===== config.mk =====
export PLATFORM = sky130hd
export DESIGN_NAME = lix_cell
export DESIGN_NICKNAME = d
export VERILOG_FILES = /design/src/sv/lix_pkg.sv /design/src/sv/lix_cell.sv
export SDC_FILE = /design/constraint.sdc
export NUM_CORES = 1
export LEC_CHECK = 0
export BUFFER_PORTS_ARGS = -buffer_cell sky130_fd_sc_hd__buf_2
export CAP_MARGIN = 20
export CORE_AREA = 4 4 354 356
export CTS_CLUSTER_SIZE = 10
export DETAILED_ROUTE_END_ITERATION = 10
export DIE_AREA = 0 0 358 360
export PLACE_DENSITY = 0.36
export SLEW_MARGIN = 25
export SYNTH_ARGS = -nofsm -noshare
export SYNTH_HDL_FRONTEND = slang
export SYNTH_SLANG_ARGS = --single-unit

===== constraint.sdc =====
create_clock -name clk -period 4.9 [get_ports clk]
set_clock_uncertainty 0.05 [all_clocks]
set_input_delay 0 -clock clk [delete_from_list [all_inputs] [get_ports clk]]
set_output_delay 0 -clock clk [all_outputs]
set_load 0.02 [all_outputs]

===== src/sv/lix_pkg.sv =====
// Shared types and constants for the 2D line intersection pipeline.
// No dependencies; used by every module of the block and by its checker.
package lix_pkg;

  localparam int COORD_WIDTH_DEF = 32;   // default saturation width of a coordinate
  localparam int EPS_WIDTH       = 63;   // epsilon register width, Q63.0 magnitude
  localparam int QUO_BITS        = 62;   // quotient bits resolved by the cell row
  localparam int NUM_WIDTH       = 96;   // |n| * |dir| numerator width
  localparam int DEN_WIDTH       = 64;   // |cross(dir_a, dir_b)| width
  localparam int FRONT_STAGES    = 7;
  localparam int LATENCY         = FRONT_STAGES + QUO_BITS + 1;

  typedef enum logic [1:0] {
    HIT_NONE       = 2'd0,
    HIT_POINT      = 2'd1,
    HIT_COINCIDENT = 2'd2
  } hit_kind_t;

  // Payload handed from cell to cell along the divider row.
  typedef struct packed {
    logic                   valid;
    hit_kind_t              kind;
    logic [DEN_WIDTH-1:0]   den;
    logic [NUM_WIDTH-1:0]   rem_x;
    logic [NUM_WIDTH-1:0]   rem_y;
    logic [QUO_BITS-1:0]    quo_x;
    logic [QUO_BITS-1:0]    quo_y;
    logic                   neg_x;
    logic                   neg_y;
    logic                   big_x;
    logic                   big_y;
    logic signed [31:0]     base_x;
    logic signed [31:0]     base_y;
  } lix_div_t;

endpackage


===== src/sv/lix_cell.sv =====
// One restoring-division cell: resolves quotient bit BIT for both lanes.
// Depends on lix_pkg; instantiated in a row by the top level.
module lix_cell #(
  parameter int BIT = 0
) (
  input  logic              clk,
  input  logic              rst,
  input  lix_pkg::lix_div_t cell_in,
  output lix_pkg::lix_div_t cell_out
);

  logic [lix_pkg::NUM_WIDTH-1:0] den_w, den_sh;
  logic                          ge_x, ge_y;

  always_comb begin
    den_w  = {{(lix_pkg::NUM_WIDTH-lix_pkg::DEN_WIDTH){1'b0}}, cell_in.den};
    den_sh = den_w << BIT;
    ge_x   = (cell_in.rem_x >> BIT) >= den_w;
    ge_y   = (cell_in.rem_y >> BIT) >= den_w;
  end

  always_ff @(posedge clk) begin
    if (rst) begin
      cell_out.valid <= 1'b0;
    end else begin
      cell_out.valid <= cell_in.valid;
    end
    cell_out.kind   <= cell_in.kind;
    cell_out.den    <= cell_in.den;
    cell_out.neg_x  <= cell_in.neg_x;
    cell_out.neg_y  <= cell_in.neg_y;
    cell_out.big_x  <= cell_in.big_x;
    cell_out.big_y  <= cell_in.big_y;
    cell_out.base_x <= cell_in.base_x;
    cell_out.base_y <= cell_in.base_y;
    cell_out.rem_x  <= ge_x ? cell_in.rem_x - den_sh : cell_in.rem_x;
    cell_out.rem_y  <= ge_y ? cell_in.rem_y - den_sh : cell_in.rem_y;
    cell_out.quo_x  <= cell_in.quo_x | ({{(lix_pkg::QUO_BITS-1){1'b0}}, ge_x} << BIT);
    cell_out.quo_y  <= cell_in.quo_y | ({{(lix_pkg::QUO_BITS-1){1'b0}}, ge_y} << BIT);
  end

endmodule


==> summary.md <==
| Metric | Value |
|---|---|
| Cell count after synthesis | `2,430` |
| Die extent in x | `358 um` |
| Full die area | `129,000 um^2` |
| Post-synth top flop | `dfxtp_1` |
| Post-synth EDFFs | `0` |
| Layout cells sized above 1 | `25.9%` |
| Worst relative slew slack | `28.7%` |
| Synth Warn # | `0` |
| Setup bufs post-CTS | `0` |
| Unique masters post-synth | `86` |
| DP Cell Count | `4,867` |
| DIE HEIGHT | `360 um` |
| Initial antenna violation count | `35` |
| Setup-failing EPs final | `0` |
| Count of final hold-check violations | `0` |
| Post-CTS sizing | `0` |
| Cell Area, Synth | `21,200 um^2` |
| Outcome | `complete, no violations` |
| Slowest stage delay, CP | `0.65 ns` |
| CTS sink count | `451` |
| Fill cells | `13.1k` |
| Req. time, crit path | `5.39 ns` |
| CTS H-Tree Depth | `2` |
| Period minus WS final | `4.43 ns` |
| Port buffer count | `903` |
| Detailed placement HPWL | `116,000 um` |
| Wire per inst | `24.3 um` |
| Net Count, Synth | `3,013` |
| Leakage | `16.5 nW` |
| Slowest CP cell | `nor4_2` |
| Clock input transition at the sequential cells of the worst setup and hold paths | `0.06 ns` |
| Crit path kind | `in -> reg` |
| Syn_area_per_cell | `8.73 um^2` |
| Sequential-to-total area share from yosys stat | `42.6%` |
| GRT Overall Usage | `20.7%` |
| Vias post-DR | `24.8k` |
| Tightest Hold Check Type | `in -> reg` |
| 1st-pass router iterations | `5` |
| CP max FO | `29` |
| Startpoint Class | `input port` |
| Power density cells | `329 nW/um^2` |
| Grt total ovfl | `0` |
| # IOs | `904` |
| Most area-hungry cell type in the Yosys netlist | `dfxtp_1` |
| Routed vias/inst | `4.31` |
| Nets@finish | `4,661` |
| Final cell count without fillers | `5,756` |
| Synth Register Bits | `451` |
| Fmax | `226 MHz` |
| Critical Path Most Common Cell | `dlygate4sd3_1` |
| WP data arrival | `4.92 ns` |
| Max Cap Viol | `0` |
| Area delta synth->final | `75.1%` |
| Flip-flop count of the largest register after layout | `451` |
| Total routed wirelength | `140,000 um` |
| Worst Hold Depth | `2` |
| Post-route DRC | `0` |
| Final period utilization | `90.5%` |
| CP Cell Sequence | `dlygate4sd3_1 -> buf_2 -> inv_1 -> ha_1 -> nand4_1 -> nor4_2 -> nand2_1 -> o31ai_2 -> a311o_2 -> or2_4 -> nand4_2 -> nor4_1 -> xor2_1 -> dlygate4sd3_1` |
| Vias in the first global route | `25.9k` |
| Max Transition Viols Final | `0` |
| DR iter-0 viols | `1,367` |
| CTS tree | `done` |
| CTS Buffer Depth | `3` |
| First-pass GRT wire length | `194,000 um` |
| Final core occ | `30.5%` |
| Core Region | `122,000 um^2` |
| Top cells by area, synth | `dfxtp_1 (43%), ha_1 (7.5%), a21oi_1 (6.7%)` |
| Top Registers | `cell_out (451)` |
| Largest net degree at the start of global routing | `47` |
| Peak supply drop | `0.268 mV` |
| CTS root buf | `clkbuf_16` |
| Initial Util | `17.4%` |
| RSZ-0062 raised after global routing | `no` |
| Post-Place Setup Slack | `0.653 ns` |
| Gpl congestion | `0.917` |
| Top reg by flops | `cell_out` |
| Setup ws final | `0.467 ns` |
| Antenna Nets Post-Route | `0` |
| Async set or reset register ratio after synthesis | `0%` |
| Yosys top cell area share | `42.6%` |
| TNS Setup | `0 ns` |
| Num rows | `128` |
| Crit. End Element | `flip-flop` |
| TritonCTS buffer count | `60` |
| Worst-margin pin slew | `1.06 ns` |
==> worst paths after layout <==
check	startpoint	to
hold / removal	cell_in[416]	cell_out[416]$_DFF_P_
setup / recovery	cell_in[447]	cell_out[382]$_DFF_P_
==> power breakdown <==
group / leakage, nW / internal (mW) / switching (mW) / total (mW)
Clock: 0.961 / 2.64 / 1.84 / 4.48
Sequential: 3.81 / 4.06 / 0.164 / 4.23
Combinational: 11.8 / 1.39 / 2.12 / 3.51
Total: 16.5 / 8.09 / 4.12 / 12.2
==> critical path, delay by kind of cell <==
kind | cells | cell delay [ns]
compound gates | 2 | 0.70
xor+xnor | 1 | 0.11
fa+ha+maj | 1 | 0.52
buf+inv | 4 | 1.34
simple gates | 6 | 2.24
==> cell families after synthesis <==
logic type	share of synthesized area [%]
flops	42.6
xor+xnor	7.60
buf+inv	4.40
mux	0.153
fa+ha+maj	7.74
simple gates	18.8
compound gates	18.7
==> through the flow <==
step	cell area (um^2)	total power [mW]	hold WS (ns)
floorplan	21200	5.86	-0.0223
global placement	27400	7.31	0.0530
detailed placement	27400	7.28	0.0536
CTS	37100	12.4	0.0150
global route	37100	12.8	0.0736
finish	37200	12.2	0.0881
==> routing by layer <==
metal	wire (um)	vias to the layer above	global-route usage, %
met5	189	-	0
met4	4640	28	6.43
met3	8010	192	3.94
met2	70100	825	37.7
met1	57200	11800	24.4
li1	-	11900	-
==> cells in the final DEF, fill, tap and decap left out, drive strengths merged, types with 17 or more instances in the layout <==
| master | synthesis | final |
|---|---|---|
| a21oi | 285 | 285 |
| nor3 | 67 | 67 |
| diode | 0 | 17 |
| dfxtp | 451 | 451 |
| or3 | 25 | 25 |
| nand2b | 21 | 21 |
| nand3 | 40 | 40 |
| and4 | 18 | 18 |
| xnor2 | 98 | 98 |
| nor4 | 42 | 42 |
| buf | 67 | 925 |
| inv | 106 | 108 |
| o21bai | 26 | 26 |
| nand2 | 195 | 195 |
| o21ai | 126 | 126 |
| a31oi | 18 | 18 |
| a21o | 52 | 52 |
| nand4 | 68 | 68 |
| nor2 | 232 | 232 |
| ha | 128 | 128 |
| clkbuf | 46 | 80 |
| dlygate4sd3 | 0 | 774 |
| o211ai | 28 | 28 |
| xor2 | 86 | 86 |
==> cell usage after synthesis (18+ instances only) <==
library cell / number
dfxtp_1: 451
a21oi_1: 284
nor2_1: 231
nand2_1: 195
ha_1: 128
o21ai_0: 120
inv_1: 106
xnor2_1: 98
xor2_1: 86
nand4_1: 67
nor3_1: 64
buf_2: 59
a21o_1: 52
clkbuf_1: 43
nand3_1: 39
nor4_1: 33
o211ai_1: 27
o21bai_1: 25
or3_1: 25
nand2b_1: 21
a31oi_1: 18
and4_1: 18
==> area by class of cell <==
| cell class | count | area (um^2) | area share (%) |
|---|---|---|---|
| Timing Repair Buffer | 1699 | 12400 | 33.5 |
| Multi-Input combinational cell | 1760 | 11300 | 30.3 |
| Sequential cell | 451 | 9030 | 24.3 |
| Tap cell | 1625 | 2030 | 5.47 |
| Clock buffer | 80 | 1720 | 4.62 |
| Inverter | 106 | 398 | 1.07 |
| Clock inverter | 18 | 240 | 0.647 |
| Antenna cell | 17 | 42.5 | 0.114 |
==> repair_timing <==
item,in CTS,in global routing
setup endpoints to repair,0,0
hold buffers,774,0
hold endpoints to repair,451,0
No activity file was read; power rests on OpenSTA's default activity.
