### config.mk
export PLATFORM = sky130hd
export DESIGN_NAME = lix_back
export DESIGN_NICKNAME = d
export VERILOG_FILES = /design/src/sv/lix_pkg.sv /design/src/sv/lix_back.sv
export SDC_FILE = /design/constraint.sdc
export NUM_CORES = 1
export LEC_CHECK = 0
export BUFFER_PORTS_ARGS = -buffer_cell sky130_fd_sc_hd__buf_4
export CAP_MARGIN = 5
export CELL_PAD_IN_SITES_DETAIL_PLACEMENT = 0
export CELL_PAD_IN_SITES_GLOBAL_PLACEMENT = 1
export CORE_AREA = 2 2 200 202
export CTS_CLUSTER_DIAMETER = 80
export CTS_CLUSTER_SIZE = 24
export DETAILED_ROUTE_END_ITERATION = 8
export DIE_AREA = 0 0 202 204
export MAX_ROUTING_LAYER = met4
export PLACE_DENSITY_LB_ADDON = 0.1
export SLEW_MARGIN = 5
export SYNTH_ARGS = -nofsm -noshare
export SYNTH_HDL_FRONTEND = slang
export SYNTH_SLANG_ARGS = --single-unit
### constraint.sdc
create_clock -name clk -period 7.75 [get_ports clk]
set_input_delay 0.3875 -clock clk [delete_from_list [all_inputs] [get_ports clk]]
set_output_delay 0.3875 -clock clk [all_outputs]
set_load 0.03 [all_outputs]
### src/sv/lix_pkg.sv
// Shared types and constants for the 2D line intersection pipeline.
// No dependencies; used by every module of the block and by its checker.
package lix_pkg;

  localparam int COORD_WIDTH_DEF = 32;   // default saturation width of a coordinate
  localparam int EPS_WIDTH       = 63;   // epsilon register width, Q63.0 magnitude
  localparam int QUO_BITS        = 62;   // quotient bits resolved by the cell row
  localparam int NUM_WIDTH       = 96;   // |n| * |dir| numerator width
  localparam int DEN_WIDTH       = 64;   // |cross(dir_a, dir_b)| width
  localparam int FRONT_STAGES    = 7;
  localparam int LATENCY         = FRONT_STAGES + QUO_BITS + 1;

  typedef enum logic [1:0] {
    HIT_NONE       = 2'd0,
    HIT_POINT      = 2'd1,
    HIT_COINCIDENT = 2'd2
  } hit_kind_t;

  // Payload handed from cell to cell along the divider row.
  typedef struct packed {
    logic                   valid;
    hit_kind_t              kind;
    logic [DEN_WIDTH-1:0]   den;
    logic [NUM_WIDTH-1:0]   rem_x;
    logic [NUM_WIDTH-1:0]   rem_y;
    logic [QUO_BITS-1:0]    quo_x;
    logic [QUO_BITS-1:0]    quo_y;
    logic                   neg_x;
    logic                   neg_y;
    logic                   big_x;
    logic                   big_y;
    logic signed [31:0]     base_x;
    logic signed [31:0]     base_y;
  } lix_div_t;

endpackage

### src/sv/lix_back.sv
// Output stage: signs the quotient, adds the base point and saturates.
// Depends on lix_pkg; takes the last cell of the divider row.
module lix_back #(
  parameter int COORD_WIDTH = lix_pkg::COORD_WIDTH_DEF
) (
  input  logic               clk,
  input  logic               rst,
  input  lix_pkg::lix_div_t  div_in,
  output logic               done,
  output logic [1:0]         hit_kind,
  output logic signed [31:0] cross_x,
  output logic signed [31:0] cross_y,
  output logic               overflow
);

  localparam logic signed [63:0] SAT_HI = 64'sd2 ** (COORD_WIDTH - 1) - 64'sd1;
  localparam logic signed [63:0] SAT_LO = -SAT_HI - 64'sd1;

  logic signed [63:0] qx, qy, sx, sy, rx, ry;
  logic               ox, oy;

  always_comb begin
    qx = $signed({2'b00, div_in.quo_x});
    qy = $signed({2'b00, div_in.quo_y});
    sx = 64'(div_in.base_x) + (div_in.neg_x ? -qx : qx);
    sy = 64'(div_in.base_y) + (div_in.neg_y ? -qy : qy);
    ox = 1'b1;
    oy = 1'b1;
    if (div_in.big_x) begin
      rx = div_in.neg_x ? SAT_LO : SAT_HI;
    end else if (sx > SAT_HI) begin
      rx = SAT_HI;
    end else if (sx < SAT_LO) begin
      rx = SAT_LO;
    end else begin
      rx = sx;
      ox = 1'b0;
    end
    if (div_in.big_y) begin
      ry = div_in.neg_y ? SAT_LO : SAT_HI;
    end else if (sy > SAT_HI) begin
      ry = SAT_HI;
    end else if (sy < SAT_LO) begin
      ry = SAT_LO;
    end else begin
      ry = sy;
      oy = 1'b0;
    end
  end

  always_ff @(posedge clk) begin
    if (rst) begin
      done <= 1'b0;
    end else begin
      done <= div_in.valid;
    end
  end

  always_ff @(posedge clk) begin
    hit_kind <= div_in.kind;
    if (div_in.kind == lix_pkg::HIT_POINT) begin
      cross_x  <= rx[31:0];
      cross_y  <= ry[31:0];
      overflow <= ox | oy;
    end else begin
      cross_x  <= '0;
      cross_y  <= '0;
      overflow <= 1'b0;
    end
  end

endmodule

==> impl_metrics.py, run 1 <==
metrics = {
    "run_status": {
        "status": "complete, no violations",
    },
    "cells_and_area": {
        "drive_above_1_share_pct": 18.31,
        "n_fill_cell": 4186,
        "layout.cells.non_filler": 2814,
        "area_delta_synth_final_pct": 22.67,
        "final_core_util_pct": 43.73,
        "fin_nets": 2860,
        "design_area_um2": 17140,
    },
    "sta": {
        "rsz0062_at_grt": "no",
        "slew_headroom_pct": 32.99,
        "setup_tns_ns": 0,
        "setup_viol": 0,
        "hold_violations": 0,
        "fmax_ghz": 0.1373,
        "post-route-period-util_pct": 93.96,
        "worst_pin_slew_ns": 0.9959,
        "whs_ns": 0.1956,
        "setup_slack_ns": 0.4680,
        "period_minus_slack_ns": 7.282,
        "slew_viol_final": 0,
    },
    "route": {
        "wl_per_cell_um": 20.57,
        "route.detailed.drc": 0,
        "postRouteWirelength_mm": 57.89,
        "ant_nets": 0,
        "drtIter0Drc": 1096,
        "drt_first_pass_iters": 6,
        "vias": 16330,
        "via_per_inst": 5.803,
    },
    "floorplanning": {
        "io_pins": 521,
        "dieHeight_um": 204,
        "die_area_um2": 41210,
        "core_um2": 39180,
        "start_util_pct": 35.65,
        "die_w_um": 202,
        "row_count": 73,
    },
    "clocking": {
        "clockBufferDepth": 2,
        "cts_root_buffer": "clkbuf_16",
        "cts_tree": "done",
        "clk_pin_slew_worst_paths_ns": 0.06,
        "cts_sinks": 68,
        "cts_setup_buffers": 0,
        "cts-htree-levels": 3,
        "cts_buffers": 9,
    },
    "global_route": {
        "grt_pass1_vias": 15250,
        "antenna_found_initial": 13,
        "overflow": 0,
        "groute.usage.overall_pct": 27.86,
        "grt_pass1_wl_mm": 87.82,
        "grt_max_degree": 63,
    },
    "setup_path": {
        "cpPeakStageDelay_ns": 0.57,
        "crit_fanout": 8,
        "crit_buf_inv": 3,
        "crit_family": "simple AND/OR/NAND/NOR gates",
        "worstSetupEndpointType": "flop",
        "cp_slowest_cell": "or4_1",
        "worstPathArrival_ns": 7.54,
        "crit_chain": "buf_4 > or4_1 > or3_1 > or3_1 > nor3_1 > buf_4 > nand3_1 > or3b_1 > or2_2 > o41ai_1 > xnor2_1 > ha_1 > nand4_1 > nor2_1 > o21ai_0 > a21oi_1 > a2bb2oi_1 > o311ai_0 > or3_1 > or4_1 > or4b_1 > a221o_2 > buf_4 > o21ai_2",
        "setup.worst_path.class": "input port to flop",
        "critPathRequiredTime_ns": 8.01,
        "startpoint": "div_in[81]",
        "startpoint_type": "input port",
    },
    "hold_path": {
        "worstHoldStart": "rst",
        "hp-class": "input port to flop",
    },
    "placement": {
        "placed_cell_area_um2": 16770,
        "io_buffer_count": 264,
        "placed_cells": 2787,
        "dpl_worst_slack_ns": 0.1596,
        "dp_hpwl_mm": 50.33,
        "gp_congestion": 0.9756,
    },
    "synthesis": {
        "synth_top_family_by_area": "compound AO/OA/AOI/OAI gates",
        "yosys_warnings": 0,
        "async_reset_ff_share_pct": 0,
        "synth-xor-area-share_pct": 13.61,
        "syn_avg_cell_area_um2": 6.909,
        "synthFlopType": "dfxtp_1",
        "synth-edff-count": 0,
        "postSynthCellCount": 2022,
        "synth_compound_area_share_pct": 34.09,
        "synth-simple-area-share_pct": 26.21,
        "synth_fa_ha_area_share_pct": 12.11,
        "syn_area_um2": 13970,
        "ys_types": 87,
        "ys_seq_elements": 68,
        "synth_nets": 2609,
        "synthMuxAreaShare_pct": 0.5195,
        "ys_seq_area_share_pct": 9.745,
    },
    "flow_run": {
        "cap_viol_max_count": 0,
    },
    "power": {
        "fin_total_pwr_mw": 2.710,
        "leakage_nw": 6.864,
        "p_per_area_nw_per_um2": 158.1,
        "max-vdd-ir-drop_mv": 0.1384,
    },
}
## kinds of logic (layout without fill, tap and decap cells)
| family | after synthesis | count (layout) |
|---|---|---|
| AO/OA/AOI/OAI | 746 | 746 |
| other | 0 | 11 |
| adder cells (fa/ha/maj) | 134 | 134 |
| flip-flops | 68 | 68 |
| XOR/XNOR | 217 | 217 |
| buffers and inverters | 127 | 383 |
| multiplexers | 7 | 7 |
| AND/OR/NAND/NOR | 723 | 723 |
## final cells by class
cell class                      count  area, um^2  share of cell area [%]
Multi-Input combinational cell   1827       12110                   70.65
Timing Repair Buffer              330        2515                   14.68
Sequential cell                    68        1361                   7.944
Tap cell                          525       656.9                   3.833
Clock buffer                        9       225.2                   1.314
Inverter                           37       138.9                  0.8105
Clock inverter                      7       105.1                  0.6133
Antenna cell                       11       27.53                  0.1606
## what timing repair did
item	CTS	global route
setup endpoints to repair	0	31
resized for setup	0	3
hold buffers	0	0
## cells in the final DEF, fill, tap and decap left out, types with 37 or more instances in the layout
| master | Yosys | final |
|---|---|---|
| xnor2_1 | 167 | 167 |
| ha_1 | 132 | 132 |
| a21oi_1 | 201 | 201 |
| nor3_1 | 55 | 55 |
| buf_4 | 2 | 327 |
| xor2_1 | 50 | 50 |
| nand4_1 | 67 | 67 |
| nand2_1 | 225 | 225 |
| o31ai_1 | 51 | 51 |
| o21ai_0 | 212 | 211 |
| inv_1 | 37 | 37 |
| nor2_1 | 137 | 137 |
| a21o_1 | 39 | 39 |
| nand3_1 | 43 | 43 |
| dfxtp_1 | 68 | 68 |
## flip-flops by register name (all words and copies together), names as in the netlist
signal	flops
overflow	1
cross_y	32
hit_kind	2
cross_x	32
done	1
## power by group
group / switching, mW / internal, mW / total (mW) / leakage (nW)
Combinational: 1.15 / 0.696 / 1.85 / 6.14
Clock: 0.167 / 0.287 / 0.454 / 0.159
Sequential: 0.0157 / 0.391 / 0.407 / 0.562
Total: 1.34 / 1.37 / 2.71 / 6.86
## layer usage
layer  vias up  GRT usage, %  routed length [um]
met2       452         44.34               26970
met5         -             -                   0
met4         0         10.32                1726
li1       8160             -                   -
met3        77         3.380                2802
met1      7640         36.19               26400
## synthesized netlist by cell type, drive strengths merged, types with 6 or more instances
cell type | instances | area share [%]
o21ai | 246 | 9.6
nand2 | 226 | 6.1
a21oi | 202 | 7.3
xnor2 | 167 | 10
nor2 | 137 | 3.7
ha | 132 | 12
clkbuf | 77 | 2.1
dfxtp | 68 | 9.7
nand4 | 67 | 3.0
nor3 | 55 | 2.0
o31ai | 51 | 2.7
xor2 | 50 | 3.1
nand3 | 43 | 1.5
a21o | 39 | 2.1
inv | 37 | 0.99
or3 | 36 | 1.7
nor4 | 29 | 1.3
o211ai | 23 | 1.2
a211oi | 22 | 1.2
o21a | 21 | 1.1
or4 | 21 | 1.1
nand2b | 18 | 0.81
nor2b | 16 | 0.72
and4 | 15 | 0.94
buf | 13 | 0.64
o41ai | 13 | 0.82
and2 | 12 | 0.54
a2111oi | 11 | 0.70
a31o | 11 | 0.69
a21boi | 10 | 0.54
o21bai | 10 | 0.54
a31oi | 9 | 0.40
and3 | 9 | 0.40
or2 | 9 | 0.40
a211o | 8 | 0.50
a311oi | 7 | 0.44
nand4b | 7 | 0.44
o211a | 6 | 0.43
## worst paths after layout
path | endpoint | cells after the start | slack (ns)
setup / recovery | cross_y[29]$_SDFF_PP0_ | 24 | 0.47
hold / removal | done$_SDFF_PP0_ | 2 | 0.20
Power figures use the tool's default switching activity.
==> inputs of run 2 (changes only) <==
--- a/config.mk
+++ b/config.mk
@@ -15,7 +15,7 @@
 export DETAILED_ROUTE_END_ITERATION = 8
 export DIE_AREA = 0 0 202 204
 export MAX_ROUTING_LAYER = met4
-export PLACE_DENSITY_LB_ADDON = 0.1
+export PLACE_DENSITY = 0.95
 export SLEW_MARGIN = 5
 export SYNTH_ARGS = -nofsm -noshare
 export SYNTH_HDL_FRONTEND = slang
==> run 2 against run 1 <==
  * Hold slack worse by 0.062 ns
  * Clock power up 7.5%
  * Sequential share of layout area about the same
  * Global-route usage down 0.23 points
  * Worst setup slack worse by 0.058 ns
  * Sequential cell count unchanged
  * Largest cell class unchanged
  * Critical endpoint is now cross_y[11]$_SDFF_PP0_
  * Utilization down 0.077 points
  * Final cell count down 0.21%
==> impl_metrics.py, run 2 (synthesis results as in run 1) <==
metrics = {
    "run_status": {
        "status": "complete, no violations",
    },
    "route": {
        "route.detailed.drc": 0,
        "via_per_inst": 5.953,
        "wl_per_cell_um": 20.56,
        "drtIter0Drc": 1372,
        "ant_nets": 0,
        "drt_first_pass_iters": 6,
        "vias": 16720,
        "postRouteWirelength_mm": 57.75,
    },
    "floorplanning": {
        "die_area_um2": 41210,
        "start_util_pct": 35.65,
        "die_w_um": 202,
        "io_pins": 521,
        "core_um2": 39180,
        "row_count": 73,
        "dieHeight_um": 204,
    },
    "clocking": {
        "cts_tree": "done",
        "clockBufferDepth": 2,
        "cts_root_buffer": "clkbuf_16",
        "clk_pin_slew_worst_paths_ns": 0.09,
        "cts_setup_buffers": 0,
        "cts_sinks": 68,
        "postCtsHoldBufs": 0,
        "cts_buffers": 9,
        "cts_resized": 0,
        "cts-htree-levels": 3,
    },
    "setup_path": {
        "cp_slowest_cell": "or4_1",
        "worstSetupEndpointType": "flop",
        "crit_buf_inv": 3,
        "crit_family": "simple AND/OR/NAND/NOR gates",
        "critPathRequiredTime_ns": 8.02,
        "cpPeakStageDelay_ns": 0.56,
        "startpoint_type": "input port",
        "crit_fanout": 24,
        "cp-endpoint": "cross_y[11]$_SDFF_PP0_",
        "worstPathArrival_ns": 7.61,
        "cp.depth": 24,
        "crit_chain": "buf_4 > or4_1 > or3_1 > or3_1 > or2_2 > nor2_1 > buf_4 > nand4_1 > or3_1 > o21ai_0 > xnor2_1 > ha_1 > a211oi_1 > o211ai_1 > a221oi_2 > o21ai_0 > a2bb2oi_1 > o311ai_0 > or3_1 > or4_1 > or4b_1 > a221o_2 > buf_12 > o21ai_2",
        "critPathMostFrequentCell": "or3_1",
        "startpoint": "div_in[81]",
        "setup.worst_path.class": "input port to flop",
    },
    "global_route": {
        "grt_max_degree": 63,
        "overflow": 0,
        "antenna_found_initial": 11,
        "groute.usage.overall_pct": 27.63,
        "grt_pass1_wl_mm": 87.54,
        "grt_pass1_vias": 15500,
    },
    "sta": {
        "period_minus_slack_ns": 7.340,
        "slew_headroom_pct": 29.57,
        "post-route-period-util_pct": 94.72,
        "setup_tns_ns": 0,
        "slew_viol_final": 0,
        "hold_violations": 0,
        "setup_viol": 0,
        "rsz0062_at_grt": "no",
        "fmax_ghz": 0.1362,
        "worst_pin_slew_ns": 1.047,
    },
    "flow_run": {
        "cap_viol_max_count": 0,
    },
    "cells_and_area": {
        "layout.cells.non_filler": 2808,
        "area_delta_synth_final_pct": 22.45,
        "final_cell_mix": "buf_4 (321), nand2_1 (225), o21ai_0 (211), a21oi_1 (200), xnor2_1 (167)",
        "drive_above_1_share_pct": 18.22,
        "fin_nets": 2854,
        "layout_commonest_cell": "buf_4",
        "top_regs": "cross_x: 32 flops, cross_y: 32 flops, hit_kind: 2 flops",
    },
    "placement": {
        "gp_congestion": 0.9601,
        "io_buffer_count": 264,
        "placed_cells": 2781,
        "dp_hpwl_mm": 49.44,
    },
    "hold_path": {
        "hp-class": "input port to flop",
    },
    "power": {
        "leakage_nw": 6.837,
        "max-vdd-ir-drop_mv": 0.1268,
        "p_per_area_nw_per_um2": 160.6,
    },
}
[run 2: worst min path at each step]
stage                startpoint             endpoint  slack, ns  cells past startpoint
finish              div_in[449]  hit_kind[1]$_DFF_P_       0.13                      1
detailed placement  div_in[448]  hit_kind[0]$_DFF_P_       0.51                      1
floorplan           div_in[448]  hit_kind[0]$_DFF_P_       0.42                      0
global route        div_in[449]  hit_kind[1]$_DFF_P_       0.12                      1
global placement    div_in[448]  hit_kind[0]$_DFF_P_       0.51                      1
CTS                 div_in[449]  hit_kind[1]$_DFF_P_       0.12                      1
[run 2: where the power goes]
part	switching [mW]	internal [mW]
clock network	0.201	0.288
registers	0.0117	0.391
logic	1.16	0.695
total	1.37	1.37
[run 2: area by class of cell]
| type | count | area [um^2] |
|---|---|---|
| diodes | 11 | 27.53 |
| clock buffers | 9 | 225.2 |
| clock inverters | 7 | 105.1 |
| fillers | 4127 | 22080 |
| inverters | 37 | 138.9 |
| multi-input cells | 1827 | 12120 |
| flip-flops and latches | 68 | 1361 |
| well taps | 525 | 656.9 |
| repair buffers | 324 | 2470 |
[run 2: stage by stage]
step	hold slack, ns	cell area, um^2	total power, mW	utilization (%)	worst slack (ns)
2_1_floorplan	0.4152	13970	1.610	-	0.7685
3_3_place_gp	0.5063	16720	2.220	42.68	0.1225
3_5_place_dp	0.5109	16720	2.229	42.68	0.08866
4_1_cts	0.1207	17050	2.727	43.52	0.3982
5_1_grt	0.1207	17110	2.929	43.66	0.01562
6_report	0.1340	17110	2.747	43.66	0.4096
[run 2: layer usage]
metal | global-route usage, % | vias to the layer above | share of wire (%)
li1 | - | 8177 | -
met1 | 35.75 | 7888 | 45
met2 | 45.40 | 563 | 47
met3 | 2.344 | 87 | 4.9
met4 | 9.296 | 0 | 3.0
met5 | - | - | 0
==> inputs of run 3 (changes only) <==
--- a/config.mk
+++ b/config.mk
@@ -9,13 +9,12 @@
 export CAP_MARGIN = 5
 export CELL_PAD_IN_SITES_DETAIL_PLACEMENT = 0
 export CELL_PAD_IN_SITES_GLOBAL_PLACEMENT = 1
-export CORE_AREA = 2 2 200 202
+export CORE_UTILIZATION = 32
 export CTS_CLUSTER_DIAMETER = 80
 export CTS_CLUSTER_SIZE = 24
 export DETAILED_ROUTE_END_ITERATION = 8
-export DIE_AREA = 0 0 202 204
 export MAX_ROUTING_LAYER = met4
-export PLACE_DENSITY = 0.95
+export PLACE_DENSITY = 0.87
 export SLEW_MARGIN = 5
 export SYNTH_ARGS = -nofsm -noshare
 export SYNTH_HDL_FRONTEND = slang
==> run 3 against run 2 <==
  * Sequential cell count unchanged
  * Sequential share of layout area about the same
  * Non-clock buffer count decreased by 4
  * Utilization decreased by 3.9 points
  * Global-route usage decreased by 1.7 points
  * Count of clock-buffer cells in the layout increased by 2
  * Worst setup slack got worse by 0.086 ns
  * Fmax decreased by 1.2%
  * Power decreased by 1.7%
  * Clock power decreased by 9.0%
  * Final cell count increased by 1.9%
  * Combinational power about the same
==> impl_metrics.py, run 3 (synthesis results as in run 1) <==
metrics = {
    "cells_and_area": {
        "drive_above_1_share_pct": 18.08,
        "fin_nets": 2850,
        "area_delta_synth_final_pct": 22.62,
        "final_cell_mix": "buf_4 (316), nand2_1 (225), o21ai_0 (212), a21oi_1 (200), xnor2_1 (167)",
        "layout_commonest_cell": "buf_4",
        "n_fill_cell": 4544,
        "top_regs": "cross_x: 32 flops, cross_y: 32 flops, hit_kind: 2 flops",
    },
    "placement": {
        "dpl_worst_slack_ns": -0.06934,
        "io_buffer_count": 264,
        "gp_congestion": 0.9705,
        "dp_hpwl_mm": 49.79,
    },
    "route": {
        "wl_per_cell_um": 20.18,
        "drtIter0Drc": 1275,
        "drt_first_pass_iters": 5,
        "route.detailed.drc": 0,
        "postRouteWirelength_mm": 57.73,
        "ant_nets": 0,
        "vias": 16470,
        "via_per_inst": 5.756,
    },
    "global_route": {
        "antenna_found_initial": 8,
        "overflow": 0,
        "grt_max_degree": 63,
        "grt_pass1_vias": 15510,
        "groute.usage.overall_pct": 25.93,
        "grt_pass1_wl_mm": 87.44,
    },
    "power": {
        "leakage_nw": 6.811,
        "max-vdd-ir-drop_mv": 0.09940,
        "p_per_area_nw_per_um2": 157.6,
    },
    "floorplanning": {
        "die_w_um": 210.9,
        "io_pins": 521,
        "core_um2": 43080,
        "start_util_pct": 32.43,
        "die_area_um2": 44500,
        "row_count": 76,
        "dieHeight_um": 210.9,
    },
    "sta": {
        "hold_violations": 0,
        "setup_tns_ns": 0,
        "post-route-period-util_pct": 95.82,
        "slew_viol_final": 0,
        "slew_headroom_pct": 25.02,
        "fmax_ghz": 0.1347,
        "setup_slack_ns": 0.3240,
        "worst_pin_slew_ns": 1.114,
        "rsz0062_at_grt": "no",
        "period_minus_slack_ns": 7.426,
        "setup_viol": 0,
    },
    "setup_path": {
        "critPathRequiredTime_ns": 8.02,
        "setup.worst_path.class": "input port to flop",
        "worstSetupEndpointType": "flop",
        "worstPathArrival_ns": 7.70,
        "crit_fanout": 26,
        "startpoint_type": "input port",
    },
    "clocking": {
        "cts_sinks": 68,
        "cts_tree": "done",
        "cts-htree-levels": 3,
        "cts_root_buffer": "clkbuf_16",
        "postCtsHoldBufs": 0,
        "cts_setup_buffers": 0,
        "clk_pin_slew_worst_paths_ns": 0.08,
        "cts_resized": 0,
        "cts_buffers": 9,
        "clockBufferDepth": 2,
    },
    "flow_run": {
        "cap_viol_max_count": 0,
    },
    "hold_path": {
        "hold_depth": 1,
        "hp-class": "input port to flop",
    },
    "run_status": {
        "status": "complete, no violations",
    },
}
## run 3: critical path, cell delays in order
cell       delay, ns
buf_4           0.12
or4_1           0.57
or3_1           0.37
or3_1           0.34
nor3_1          0.15
buf_4           0.18
nand3_1         0.14
or3b_1          0.46
or2_2           0.41
o31ai_1         0.28
xnor2_1         0.16
ha_1            0.37
o21ai_0         0.30
o211ai_1        0.16
a221oi_1        0.35
o21ai_0         0.13
a2bb2oi_1       0.18
o311ai_0        0.29
or3_1           0.44
or4_1           0.47
or4b_1          0.52
a221o_2         0.51
buf_12          0.22
o21ai_2         0.17
## run 3: where the power goes
part	switching, mW	total [mW]	internal (mW)
registers	0.0123	0.404	0.391
logic	1.16	1.85	0.694
clock network	0.184	0.444	0.260
## run 3: area by class of cell
cell class                 count  area [um^2]  share of cell area (%)
multi-input combinational   1827        12120                   70.77
timing repair buffer         320         2452                   14.32
sequential                    68         1361                   7.947
tap                          585        732.0                   4.273
clock buffer                  11        242.7                   1.417
inverter                      37        138.9                  0.8107
clock inverter                 5        60.06                  0.3506
antenna                        8        20.02                  0.1169
## run 3: worst paths after layout
check        start                     end  slack [ns]
max     div_in[81]  cross_y[29]$_SDFF_PP0_        0.32
min    div_in[448]     hit_kind[0]$_DFF_P_        0.16
## run 3: stage by stage
step / cells / util [%] / total power [mW] / cell area, um^2 / hold WS, ns
after detailed placement: 2837 / 38.95 / 2.233 / 16780 / 0.5297
after CTS: 2853 / 39.66 / 2.688 / 17080 / 0.1440
after floorplan: 2022 / - / 1.610 / 13970 / 0.4152
after global placement: 2837 / 38.95 / 2.225 / 16780 / 0.5277
final: 2861 / 39.77 / 2.699 / 17130 / 0.1561
after global routing: 2861 / 39.77 / 2.890 / 17130 / 0.1503
## run 3: per-layer routing
layer	vias up	wire length (um)	GRT usage, %
met1	7777	26120	33.12
met4	0	1479	7.071
met3	55	2576	2.379
met5	-	0	-
li1	8162	-	-
met2	473	27560	43.54
